`config.mk`:
```
export PLATFORM = sky130hd
export DESIGN_NAME = ial_ram
export DESIGN_NICKNAME = d
export VERILOG_FILES = /design/src/rtl/ial_ram.sv
export SDC_FILE = /design/constraint.sdc
export NUM_CORES = 2
export LEC_CHECK = 0
export BUFFER_PORTS_ARGS = -buffer_cell sky130_fd_sc_hd__buf_2
export CAP_MARGIN = 20
export CORE_UTILIZATION = 35
export DETAILED_ROUTE_END_ITERATION = 12
export SYNTH_ARGS = -nofsm -noshare
export SYNTH_HDL_FRONTEND = slang
export SYNTH_SLANG_ARGS = --single-unit
```
`constraint.sdc`:
```
create_clock -name i_clk -period 7.6 [get_ports i_clk]
set_input_delay 0.76 -clock i_clk [delete_from_list [all_inputs] [get_ports i_clk]]
set_output_delay 0.76 -clock i_clk [all_outputs]
set_load 0.01 [all_outputs]
```
`src/rtl/ial_ram.sv`:
```
`default_nettype none

module ial_ram #(
    parameter int unsigned WIDTH = 64,
    parameter int unsigned DEPTH = 64,
    localparam int unsigned AW   = (DEPTH > 1) ? $clog2(DEPTH) : 1
) (
    input  wire logic             i_clk,
    input  wire logic             i_we,
    input  wire logic [AW-1:0]    i_waddr,
    input  wire logic [WIDTH-1:0] i_wdata,
    input  wire logic             i_re,
    input  wire logic [AW-1:0]    i_raddr,
    output logic      [WIDTH-1:0] o_rdata
);

    logic [WIDTH-1:0] r_mem [DEPTH];
    logic [WIDTH-1:0] r_rdata;

    always_ff @(posedge i_clk) begin
        if (i_we) begin
            r_mem[i_waddr] <= i_wdata;
        end
        if (i_re) begin
            r_rdata <= r_mem[i_raddr];
        end
    end

    assign o_rdata = r_rdata;

endmodule

`default_nettype wire

```
==> impl_metrics.yaml <==
run_status:
  run_status: "finished, final reports clean"
timing:
  finalSetupTns_ns: 0
  clock.fmax_mhz: 281
  max_slew_headroom: 0.176
  finalSetupViolations: 0
  min_period_ns: 3.56
  fin_crit_sh: 0.469
  fin_worst_skew_ns: 0.0579
  finalHoldViolCount: 0
  final_max_slew_viol_count: 0
  setup_ws_ns: 4.04
  worst_slew_pin_slew_ns: 1.24
  rsz_0062_raised_after_global_routing: "no"
synth:
  async_reset_ff_frac: 0
  synth.cells.most_frequent: "edfxtp_1, mux4_2, buf_2"
  synth_top_family_by_area: "multiplexers"
  synth_mux_area_frac: 0.156
  synth_cells: 6598
  synth-compound-area-share: 0.0247
  synth_area_leaders: "edfxtp_1, mux4_2, mux2i_1"
  synthFlopType: "edfxtp_1"
  post-synth-top-count-cell: "edfxtp_1"
  synth_top_cell_by_area: "edfxtp_1"
  synth_seq_cells: 4160
  synth_simple_gate_area_share: 0.0123
  synthesis.area_per_instance_sq_um: 23.8
  synth_top_area_share: 0.796
  synth_seq_area_share: 0.796
  yosys_warnings: 0
  number_of_nets_produced_by_synthesis: 6677
  synth_enable_flop_cells: 4160
  post_synth_instance_area_sq_um: 157000
  adder_cell_fraction_of_synth_area: 0
  synth-xor-area-share: 0
  synth.lib_cells_used.distinct: 32
die:
  number_of_ports_placed_on_the_die_boundary: 143
  core.rowCount: 245
  design.core.area_sq_um: 446000
  initial_utilization: 0.352
  floorplan.die_area_sq_um: 451000
  die-width_um: 672
  die_height_um: 672
clock_network:
  clock_path_buffers: 4
  postCtsResizedCells: 0
  cts_htree_levels: 5
  clkLatencyLatePin_ns: 0.99
  post-cts-setup-buffers: 0
  tritoncts_clock_tree: "done"
  clk_pin_slew_ns: 0.06
  cts.sink_count: 4160
  cts_inserted_buffers: 411
  ctsRootBufferMaster: "clkbuf_16"
  hold_buffers_post_cts: 0
hold_path:
  min-delay-start: "i_wdata[36]"
  worst_hold_path.num_cells: 1
  hold_path.class: "in2reg"
  timing.hold.worst_endpoint: "r_mem[21][36]"
routing:
  wl_cell_um: 33.6
  viasPerCell: 5.71
  detail_route.first_pass.iterations: 5
  detail-route-antenna-nets: 0
  wl_mm: 447
  route.vias.total: 75936
  drt_drc_violations_left: 0
  drt_iter0_drc: 9043
layout:
  layout.nets: 7083
  share_of_layout_cells_above_drive_strength_1: 0.281
  layout-area-overhead-vs-synth_pct: 14.1
  final_design_utilization: 0.402
setup_path:
  reg2reg_slack_ns: 5.19
  required_time_reported_for_the_critical_path_endpoint_ns: 8.28
  worstSetupEndpointType: "flip-flop"
  crit_arrival_ns: 4.24
  launch_instance_of_the_worst_register_to_register_path: "r_mem[11][32]"
  worst_r2r_endpoint: "o_rdata[32]"
  start_kind: "input pin"
  depth_of_the_worst_register_to_register_path: 5
  setup.worst_path.class: "in2reg"
  cp_max_fo: 81
power_and_ir_drop:
  cellLeakagePower_uw: 0.0549
  vdd_drop_max_uv: 206
  cellPowerDensity_nw_per_um2: 265
  report.power.total_uw: 47500
placement:
  hpwlAfterDp_mm: 235
  globalplace.congestion: 0.768
  dp_slack_ns: 3.07
  port-buffer-count: 142
global_routing:
  grt_antenna_before_repair: 52
  grt_first_pass_wirelength_mm: 617
  grt.overflow.total: 0
  groute.usage.overall: 0.194
  grt_max_degree: 118
  first_global_vias: 76875
run:
  maxCapViolations: 0
==> layout by cell type (no fill, tap or decap), types with 19 or more instances in the layout <==
cell       instances
a211oi_1          63
a22o_1            88
a22oi_1          168
a2bb2oi_1         19
a41oi_1           26
and3_1            64
buf_12            31
buf_2            138
buf_4            187
bufinv_16         32
clkbuf_1          75
clkbuf_16        418
clkinv_1         109
clkinv_2          81
edfxtp_1        4160
inv_1             19
mux2i_1          135
mux4_2          1024
nand2_1           55
nand3_1           45
nor2_1            47
nor2_4            65
nor2b_1           24
o221ai_1          38
o22ai_1           83
or2_2             28
or3_1             29
==> flip-flops by register name, summed over array words and instances, names as in the netlist <==
signal / cells
o_rdata: 64
r_mem: 4096
==> layout make-up <==
class,count,area [sq um]
repair buffers,363,2880
diodes,16,40.0
fillers,38641,267000
inverters,19,71.3
clock inverters,262,2300
multi-input cells,2049,30800
clock buffers,493,10700
well taps,5928,7420
flip-flops and latches,4160,125000
==> worst max-delay path: stages <==
cell      delay (ns)
buf_8           0.49
buf_4           0.83
buf_4           0.81
mux4_2          0.41
or3_1           0.33
a41oi_1         0.21
a211oi_1        0.06
==> cell families after synthesis <==
logic type	count (synthesis)
flip-flops	4160
AO/OA/AOI/OAI	504
AND/OR/NAND/NOR	386
buffers and inverters	389
multiplexers	1159
==> report_power, final <==
group,internal [uW],switching [uW]
combinational,779,1350
clock,11200,8690
sequential,25500,93.8
==> worst max-delay path by stage <==
stage	slack [ns]	to	start	depth (start not counted)
2_1_floorplan	1.40	r_mem[48][0]	i_waddr[3]	4
3_3_place_gp	3.11	o_rdata[53]	i_raddr[2]	7
3_5_place_dp	3.07	o_rdata[40]	i_raddr[2]	7
4_1_cts	4.10	o_rdata[41]	i_raddr[2]	7
5_1_grt	3.93	o_rdata[52]	i_raddr[2]	8
6_report	4.04	o_rdata[53]	i_raddr[2]	7
==> layer usage <==
metal,vias to the layer above,global-route usage,part of all wire
met5,-,0,0.00012
met4,8,0.0597,0.031
met3,724,0.0365,0.087
met2,3980,0.319,0.49
met1,41816,0.264,0.39
li1,29408,-,-
==> metrics by stage <==
stage,hold WS (ns),instance area (sq um),cells
after floorplan,0.859,157000,6598
after detailed placement,0.900,166000,12510
after global routing,0.120,179000,13278
after global placement,0.885,166000,12507
final,0.138,179000,13290
after CTS,0.340,179000,13265
No activity file was read; power rests on OpenSTA's default activity.
